**src/rtl/crsf_frame_receiver_unit_defines.svh**
```systemverilog
// Assertion macros for the frame receiver.
// Each macro expects signals named clk and arst_n in the scope where it is used.
`ifndef CRSF_FRAME_RECEIVER_UNIT_DEFINES_SVH
`define CRSF_FRAME_RECEIVER_UNIT_DEFINES_SVH

// The consequent holds in the same cycle as the antecedent.
`define CRSF_ASSERT_SAME(label, ante, cons) \
	label: assert property (@(posedge clk) disable iff (!arst_n) (ante) |-> (cons)) \
		else $error("crsf assertion failed");

// The consequent holds in the cycle after the antecedent.
`define CRSF_ASSERT_NEXT(label, ante, cons) \
	label: assert property (@(posedge clk) disable iff (!arst_n) (ante) |=> (cons)) \
		else $error("crsf assertion failed");

`endif

```
**src/rtl/crsf_pkg.sv**
```systemverilog
// Shared types and constants for the frame receiver.
// No dependencies; compiled before every other file.
package crsf_pkg;

	localparam int BYTE_W = 8;
	localparam int CNT_W  = 7;
	localparam int POS_W  = 6;

	localparam logic [BYTE_W-1:0] CRC_POLY   = 8'hD5;
	localparam logic [BYTE_W-1:0] MIN_LEN    = 8'd2;
	localparam logic [BYTE_W-1:0] SYNC_RESET = 8'hC8;

	typedef enum logic [1:0] {
		PH_SYNC,
		PH_LEN,
		PH_DATA,
		PH_EMIT
	} phase_t;

	typedef struct packed {
		logic clear;
		logic start;
	} crc_ctrl_t;

endpackage

```
**src/rtl/crsf_if.sv**
```systemverilog
// Handshake interfaces for the received-byte, frame-byte and configuration channels.
// Depends on crsf_pkg for field widths.
interface crsf_byte_if import crsf_pkg::*; ();
	logic              valid;
	logic              ready;
	logic [BYTE_W-1:0] rx_byte;

	modport source (output valid, output rx_byte, input ready);
	modport sink   (input valid, input rx_byte, output ready);
endinterface

interface crsf_frame_if import crsf_pkg::*; ();
	logic              valid;
	logic              ready;
	logic [BYTE_W-1:0] frame_byte;
	logic [POS_W-1:0]  byte_position;
	logic              frame_last;

	modport source (output valid, output frame_byte, output byte_position,
		output frame_last, input ready);
	modport sink   (input valid, input frame_byte, input byte_position,
		input frame_last, output ready);
endinterface

interface crsf_cfg_if import crsf_pkg::*; ();
	logic              valid;
	logic              ready;
	logic [BYTE_W-1:0] sync_value;

	modport source (output valid, output sync_value, input ready);
	modport sink   (input valid, input sync_value, output ready);
endinterface

```
**src/rtl/crsf_ram.sv**
```systemverilog
// Generic single-write, single-read RAM with registered read data.
// No dependencies.
module crsf_ram #(
	parameter int WIDTH = 8,
	parameter int DEPTH = 64
) (
	input  logic                     clk,
	input  logic                     we,
	input  logic [$clog2(DEPTH)-1:0] waddr,
	input  logic [WIDTH-1:0]         wdata,
	input  logic                     re,
	input  logic [$clog2(DEPTH)-1:0] raddr,
	output logic [WIDTH-1:0]         rdata
);

	logic [WIDTH-1:0] mem_q [DEPTH];

	always_ff @(posedge clk) begin
		if (we) begin
			mem_q[waddr] <= wdata;
		end
		if (re) begin
			rdata <= mem_q[raddr];
		end
	end

endmodule

```
**src/rtl/crsf_crc_serial.sv**
```systemverilog
// Bit-serial CRC-8 (polynomial 0xD5, MSB first) that folds one byte in one bit at a time.
// Depends on crsf_pkg.
module crsf_crc_serial import crsf_pkg::*; (
	input  logic              clk,
	input  logic              arst_n,
	input  crc_ctrl_t         ctrl,
	input  logic [BYTE_W-1:0] data,
	output logic              busy,
	output logic [BYTE_W-1:0] crc
);

	logic [BYTE_W-1:0] crc_q;
	logic [BYTE_W-1:0] sh_q;
	logic [2:0]        cnt_q;
	logic              busy_q;
	logic              fb;

	assign fb   = crc_q[BYTE_W-1] ^ sh_q[BYTE_W-1];
	assign busy = busy_q;
	assign crc  = crc_q;

	always_ff @(posedge clk or negedge arst_n) begin
		if (!arst_n) begin
			crc_q  <= '0;
			sh_q   <= '0;
			cnt_q  <= '0;
			busy_q <= 1'b0;
		end else if (ctrl.clear) begin
			crc_q  <= '0;
			busy_q <= 1'b0;
		end else if (ctrl.start) begin
			sh_q   <= data;
			cnt_q  <= '0;
			busy_q <= 1'b1;
		end else if (busy_q) begin
			crc_q <= {crc_q[BYTE_W-2:0], 1'b0} ^ (fb ? CRC_POLY : '0);
			sh_q  <= {sh_q[BYTE_W-2:0], 1'b0};
			cnt_q <= cnt_q + 3'd1;
			if (cnt_q == 3'd7) begin
				busy_q <= 1'b0;
			end
		end
	end

endmodule

```
**src/rtl/crsf_frame_receiver_unit.sv**
```systemverilog
// Top level of the frame receiver: sync hunt, length check, CRC check, frame store and replay.
// Depends on crsf_pkg, crsf_if, crsf_ram, crsf_crc_serial and the defines header.
//
// channel  modport  payload                                  role
// rx       sink     rx_byte                                  received bytes
// frame    source   frame_byte, byte_position, frame_last    bytes of good frames
// cfg      sink     sync_value                               sync byte register
//
// After a sync, length or final CRC byte the CRC unit is not busy; after any other
// data byte rx.ready stays low while the serial CRC unit folds it in.
// A good frame of L bytes is replayed from the store; a stall by the sink holds
// the output register and pauses the reads.
// No byte is taken during replay. Reset needs no clearing pass.
`include "crsf_frame_receiver_unit_defines.svh"

module crsf_frame_receiver_unit import crsf_pkg::*; #(
	parameter int FRAME_BYTES = 64
) (
	input  logic  clk,
	input  logic  arst_n,
	crsf_byte_if.sink    rx,
	crsf_frame_if.source frame,
	crsf_cfg_if.sink     cfg
);

	localparam int AW = $clog2(FRAME_BYTES);
	localparam logic [BYTE_W-1:0] MAX_LEN = BYTE_W'(FRAME_BYTES);

	phase_t            state_q, state_d;
	logic [BYTE_W-1:0] sync_q;
	logic [CNT_W-1:0]  remaining_q;
	logic [CNT_W-1:0]  wpos_q;
	logic [CNT_W-1:0]  total_q;
	logic [CNT_W-1:0]  issue_q;
	logic [POS_W-1:0]  pos_q;
	logic              last_q;
	logic              out_valid_q;

	logic              in_fire;
	logic              ram_we;
	logic              ram_re;
	logic              len_ok;
	logic              crc_match;
	logic              crc_busy;
	logic [BYTE_W-1:0] crc_val;
	crc_ctrl_t         crc_ctrl;

	assign cfg.ready = 1'b1;

	always_ff @(posedge clk or negedge arst_n) begin
		if (!arst_n) begin
			sync_q <= SYNC_RESET;
		end else if (cfg.valid) begin
			sync_q <= cfg.sync_value;
		end
	end

	assign in_fire   = rx.valid && rx.ready;
	assign len_ok    = (rx.rx_byte >= MIN_LEN) && (rx.rx_byte <= MAX_LEN);
	assign crc_match = (rx.rx_byte == crc_val);

	always_comb begin
		state_d       = state_q;
		rx.ready      = (state_q != PH_EMIT) && !crc_busy;
		ram_we        = 1'b0;
		ram_re        = 1'b0;
		crc_ctrl      = '0;
		unique case (state_q)
			PH_SYNC: begin
				if (in_fire && (rx.rx_byte == sync_q)) begin
					state_d = PH_LEN;
				end
			end
			PH_LEN: begin
				if (in_fire) begin
					if (len_ok) begin
						state_d        = PH_DATA;
						crc_ctrl.clear = 1'b1;
					end else begin
						state_d = PH_SYNC;
					end
				end
			end
			PH_DATA: begin
				if (in_fire) begin
					if (remaining_q == '0) begin
						state_d = PH_SYNC;
					end else begin
						ram_we = 1'b1;
						if (remaining_q == CNT_W'(1)) begin
							state_d = crc_match ? PH_EMIT : PH_SYNC;
						end else begin
							crc_ctrl.start = 1'b1;
						end
					end
				end
			end
			PH_EMIT: begin
				ram_re = (issue_q != total_q) && (!out_valid_q || frame.ready);
				if ((issue_q == total_q) && (!out_valid_q || frame.ready)) begin
					state_d = PH_SYNC;
				end
			end
			default: state_d = PH_SYNC;
		endcase
	end

	always_ff @(posedge clk or negedge arst_n) begin
		if (!arst_n) begin
			state_q <= PH_SYNC;
		end else begin
			state_q <= state_d;
		end
	end

	always_ff @(posedge clk or negedge arst_n) begin
		if (!arst_n) begin
			remaining_q <= '0;
			wpos_q      <= '0;
			total_q     <= '0;
			issue_q     <= '0;
			out_valid_q <= 1'b0;
		end else begin
			if (in_fire && (state_q == PH_LEN) && len_ok) begin
				remaining_q <= rx.rx_byte[CNT_W-1:0];
				wpos_q      <= '0;
			end
			if (ram_we) begin
				remaining_q <= remaining_q - CNT_W'(1);
				wpos_q      <= wpos_q + CNT_W'(1);
				total_q     <= wpos_q + CNT_W'(1);
				issue_q     <= '0;
			end
			if (ram_re) begin
				issue_q     <= issue_q + CNT_W'(1);
				out_valid_q <= 1'b1;
			end else if (frame.ready) begin
				out_valid_q <= 1'b0;
			end
		end
	end

	always_ff @(posedge clk) begin
		if (ram_re) begin
			pos_q  <= issue_q[POS_W-1:0];
			last_q <= (issue_q + CNT_W'(1)) == total_q;
		end
	end

	crsf_ram #(
		.WIDTH (BYTE_W),
		.DEPTH (FRAME_BYTES)
	) u_store (
		.clk   (clk),
		.we    (ram_we),
		.waddr (wpos_q[AW-1:0]),
		.wdata (rx.rx_byte),
		.re    (ram_re),
		.raddr (issue_q[AW-1:0]),
		.rdata (frame.frame_byte)
	);

	crsf_crc_serial u_crc (
		.clk    (clk),
		.arst_n (arst_n),
		.ctrl   (crc_ctrl),
		.data   (rx.rx_byte),
		.busy   (crc_busy),
		.crc    (crc_val)
	);

	assign frame.valid         = out_valid_q;
	assign frame.byte_position = pos_q;
	assign frame.frame_last    = last_q;

	// No byte may be taken while the CRC unit is still folding in the previous one.
	`CRSF_ASSERT_SAME(a_no_take_while_crc, crc_busy, !rx.ready)
	`CRSF_ASSERT_SAME(a_out_only_in_emit, frame.valid, state_q == PH_EMIT)
	`CRSF_ASSERT_SAME(a_issue_bound, state_q == PH_EMIT, issue_q <= total_q)
	// Within a frame the replay never leaves a gap after a byte is taken.
	`CRSF_ASSERT_NEXT(a_no_gap, frame.valid && frame.ready && !frame.frame_last, frame.valid)

endmodule
```
**src/flat_wrapper.sv**
```systemverilog
// flat-port wrapper written by rule: the top's interface ports become plain ports
module crsf_frame_receiver_unit_flat import crsf_pkg::*;
#(
	parameter int FRAME_BYTES = 64
)
  (clk, arst_n, rx_valid, rx_rx_byte, rx_ready, frame_valid, frame_frame_byte, frame_byte_position, frame_frame_last, frame_ready, cfg_valid, cfg_sync_value, cfg_ready);
  crsf_byte_if rx_i ();
  crsf_frame_if frame_i ();
  crsf_cfg_if cfg_i ();
  input  logic clk;
  input  logic arst_n;
  input wire logic [$bits(rx_i.valid)-1:0] rx_valid;
  input wire logic [$bits(rx_i.rx_byte)-1:0] rx_rx_byte;
  output wire logic [$bits(rx_i.ready)-1:0] rx_ready;
  output wire logic [$bits(frame_i.valid)-1:0] frame_valid;
  output wire logic [$bits(frame_i.frame_byte)-1:0] frame_frame_byte;
  output wire logic [$bits(frame_i.byte_position)-1:0] frame_byte_position;
  output wire logic [$bits(frame_i.frame_last)-1:0] frame_frame_last;
  input wire logic [$bits(frame_i.ready)-1:0] frame_ready;
  input wire logic [$bits(cfg_i.valid)-1:0] cfg_valid;
  input wire logic [$bits(cfg_i.sync_value)-1:0] cfg_sync_value;
  output wire logic [$bits(cfg_i.ready)-1:0] cfg_ready;
  assign rx_i.valid = rx_valid;
  assign rx_i.rx_byte = rx_rx_byte;
  assign rx_ready = rx_i.ready;
  assign frame_valid = frame_i.valid;
  assign frame_frame_byte = frame_i.frame_byte;
  assign frame_byte_position = frame_i.byte_position;
  assign frame_frame_last = frame_i.frame_last;
  assign frame_i.ready = frame_ready;
  assign cfg_i.valid = cfg_valid;
  assign cfg_i.sync_value = cfg_sync_value;
  assign cfg_ready = cfg_i.ready;
  crsf_frame_receiver_unit #(.FRAME_BYTES(FRAME_BYTES)) u_core (.clk(clk), .arst_n(arst_n), .rx(rx_i), .frame(frame_i), .cfg(cfg_i));
endmodule
```
**config.mk**
```make
export PLATFORM = sky130hd
export DESIGN_NAME = crsf_frame_receiver_unit_flat
export DESIGN_NICKNAME = d
export VERILOG_FILES = /design/src/rtl/crsf_pkg.sv /design/src/rtl/crsf_if.sv /design/src/rtl/crsf_ram.sv /design/src/rtl/crsf_crc_serial.sv /design/src/rtl/crsf_frame_receiver_unit.sv /design/src/flat_wrapper.sv
export VERILOG_INCLUDE_DIRS = /design/src /design/src/rtl
export SDC_FILE = /design/constraint.sdc
export NUM_CORES = 1
export LEC_CHECK = 0
export ABC_AREA = 1
export ABC_CLOCK_PERIOD_IN_PS = 5550
export BUFFER_PORTS_ARGS = -buffer_cell sky130_fd_sc_hd__buf_2
export CAP_MARGIN = 20
export CELL_PAD_IN_SITES_DETAIL_PLACEMENT = 1
export CELL_PAD_IN_SITES_GLOBAL_PLACEMENT = 2
export CORE_UTILIZATION = 45
export DETAILED_ROUTE_END_ITERATION = 10
export PLACE_DENSITY = 0.88
export SYNTH_ARGS = -nofsm -noshare
export SYNTH_HDL_FRONTEND = slang
export SYNTH_SLANG_ARGS = --single-unit
```
**constraint.sdc**
```tcl
create_clock -name clk -period 5.55 [get_ports clk]
set_input_delay 0.555 -clock clk [delete_from_list [all_inputs] [get_ports clk]]
set_output_delay 0.555 -clock clk [all_outputs]
set_load 0.02 [all_outputs]
```
==> results.md <==
| Result | This run |
|:---|:---|
| Status | finished clean |
| Effective utilization at floorplan | 45.7% |
| Syn_nets | 2513 |
| Remaining routing DRC violations | 0 |
| Achievable frequency | 0.272 GHz |
| Setup bufs post-CTS | 0 |
| Total negative setup slack | 0 ps |
| Synthesized netlist cell count | 2486 |
| NumNets Final | 2516 |
| Count of cells resized by post-cts repair | 0 |
| Ys Warns | 0 |
| Most frequent CP cell | sky130_fd_sc_hd__nand3_1 |
| Max Fanout on Critical Path | 107 |
| Root Buffer | sky130_fd_sc_hd__clkbuf_16 |
| Vias per std cell | 5.39 |
| Remaining antenna violation count after routing | 0 |
| Delay contributed by the slowest stage of the critical path | 810 ps |
| Area growth from synthesis to final layout | 10.7% |
| Routed wirelength normalized by instance count | 22.6 um |
| Overall power | 13700 uW |
| Number of cells on the worst reg-to-reg path | 9 |
| First DRT Iteration DRCs | 1294 |
| Wire length of the first global-routing pass | 114 mm |
| Number of synthesized register bits | 586 |
| Arrival time reported for the critical path endpoint | 4060 ps |
| Measured slew at the worst slew-check pin | 1140 ps |
| Core region area | 56600 um2 |
| Overall global routing resource usage | 25.8% |
| Max Slew Vio Count | 0 |
| Post-DP HPWL | 44.3 mm |
| Final cell count without fillers | 3296 |
| Gr ovfl total | 0 |
| Data required time at the worst endpoint | 5930 ps |
| CTS Hold Bufs | 0 |
| Number of top-level pins | 39 |
| Slowest cell on the critical path | sky130_fd_sc_hd__dfrtp_4 |
| Largest net degree at the start of global routing | 174 |
| Num CTS Buffers | 61 |
| Static Leak | 0.0116 uW |
| Number of clock sinks seen by CTS | 586 |
| Via count of the first global-routing pass | 19093 |
| RSZ-0062 raised after global routing | no |
| Mapped Avg Cell Area | 10.4 um2 |
| Overall die height | 242 um |
| Final critical-path required period | 3680 ps |
| Worst flop-to-flop path endpoint | u_core.u_store.rdata[1] |
| Final routed wirelength across all metal layers | 74.6 mm |
| Depth of the CTS H-tree | 2 |
| Clock input transition at the sequential cells of the worst setup and hold paths | 60 ps |
| Dominant delay contributor by cell family on the critical path | buffers and inverters |
| Crit Path Class | reg2reg |
| Count of input and output buffers | 37 |
| Std cell rows | 87 |
| Count of endpoints failing setup in the final report | 0 |
| Startpoint of the lowest-slack register-to-register path | u_core.issue_q[0] |
| Die Span X | 242 um |
| Number of violations of the max-capacitance limit | 0 |
| Combined area of all synthesized cells | 25900 um2 |
| Clk_lat worst skew | 650 ps |
| Critical path capture point type | flop |
| Class of the tightest hold or removal check | in2async |
| Highest-count cells in the layout ignoring fill and taps | sky130_fd_sc_hd__nand2_1, sky130_fd_sc_hd__edfxtp_1, sky130_fd_sc_hd__nand3_1 |
| Worst setup path end | u_core.u_store.rdata[1] |
| Vias after detailed routing | 17768 |
| Headroom to the max-slew limit | 24.0% |
| Setup slack of the worst register-to-register path | 1870 ps |
| Share of final-layout standard cells stronger than drive strength 1 | 9.92% |
| Critical path cell sequence | inv_6 > buf_4 > nand2_1 > nand3_1 > nand3_1 > nand3_1 > nand3_1 > nand3_1 > nand2_1 |
| Startpoint type of the worst setup path | flop |
| Areal power density over the cells | 478 nW/um2 |
| Number of placed instances with taps included | 3182 |
| First drt pass iteration count | 5 |
| Antenna cells | 0 |
| Post-route fraction of the period consumed by the critical path | 66.3% |
| Die Outline Area | 58500 um2 |
| Clock Skews | 27.6 ps |
| Total stage count of the critical path | 9 |
| Bufs on Longest Clock Path | 3 |
| Final Wtd Congestion | 0.803 |
| Final Hold Fails | 0 |
| Worst IR drop on VDD | 0.420 mV |
| Core utilization of the finished layout | 50.6% |
| Clock tree from TritonCTS | done |
| Antenna violations before repair | 1 |
| Most common cell after layout, fill and taps aside | sky130_fd_sc_hd__nand2_1 |
| Worst Path Buf+Inv | 2 |
| Distinct cell type count of the synthesized netlist | 40 |
| CP Launch Point | u_core.issue_q[0] |
| Sequential cell area fraction in the yosys report | 66.8% |
==> logic make-up after synthesis <==
kind of cell	after synthesis	synth area share, %
AND/OR/NAND/NOR	1254	21.6
flip-flops	586	66.8
buffers and inverters	505	7.72
AO/OA/AOI/OAI	107	2.58
XOR/XNOR	27	0.913
adder cells (fa/ha/maj)	6	0.290
other	1	0.0145
==> through the flow <==
stage                     hold slack, ps  worst slack (ps)  cell area (um2)
after detailed placement             481              1910            26700
after global routing                 139              1680            28700
after floorplan                      259              3380            25900
final                               66.2              1870            28700
after global placement               459              1940            26700
after CTS                           87.4              1890            28700
==> layer usage <==
layer | global-route usage [%] | part of all wire, % | vias to the layer above
met3 | 3.66 | 5.7 | 149
li1 | - | - | 8218
met5 | 0 | 0.017 | -
met1 | 33.4 | 42 | 8908
met4 | 11.0 | 4.3 | 2
met2 | 43.4 | 48 | 491
==> sequential cells by signal, indices dropped and copies added (netlist names), 2 cells and up <==
register	flops
u_core.u_crc.cnt_q	3
u_core.state_q	2
u_core.u_store.rdata	8
u_core.u_store.mem_q	512
u_core.u_crc.sh_q	8
u_core.issue_q	7
u_core.sync_q	8
u_core.u_crc.crc	8
u_core.wpos_q	7
u_core.frame.byte_position	6
u_core.remaining_q	7
u_core.total_q	7
==> layout make-up <==
type / instances / area, um2
well taps: 756 / 946
multi-input cells: 1395 / 6590
fillers: 6227 / 28000
inverters: 385 / 1460
flip-flops and latches: 586 / 17300
clock buffers: 75 / 1620
clock inverters: 39 / 349
repair buffers: 60 / 383
==> synthesized netlist by cell type, drive strengths merged <==
cell type	instances	area share, %
a21oi	9	0.17
a31oi	6	0.15
buf	78	1.5
clkbuf	42	0.61
clkinv	3	0.043
conb	1	0.014
dfrtp	56	5.4
dfstp	3	0.30
edfxtp	527	61
ha	6	0.29
inv	382	5.5
nand2	604	8.9
nand3	440	8.7
nand4	15	0.39
nor2	125	2.0
nor3	3	0.10
nor3b	1	0.029
o211ai	41	1.2
o21a	1	0.029
o21ai	47	0.97
o22ai	3	0.073
or2	66	1.6
xnor2	9	0.30
xor2	18	0.61
==> power by group <==
group	leakage, uW	switching (uW)	total, uW	internal, uW
clock	0.000970	1760	4110	2340
combinational	0.00520	2990	4240	1250
sequential	0.00547	326	5360	5040
total	0.0116	5080	13700	8630
==> worst min path at each step <==
stage | startpoint | endpoint | slack [ps] | cells after the start
after floorplan | arst_n | u_core.frame.valid | 260 | 0
after global placement | u_core.u_crc.cnt_q[1] | u_core.u_crc.cnt_q[1] | 460 | 2
after detailed placement | u_core.u_crc.cnt_q[0] | u_core.u_crc.cnt_q[0] | 480 | 1
after CTS | arst_n | u_core.issue_q[3] | 90 | 2
after global routing | arst_n | u_core.issue_q[0] | 140 | 2
final | arst_n | u_core.issue_q[3] | 70 | 2
No activity file was read; power rests on OpenSTA's default activity.
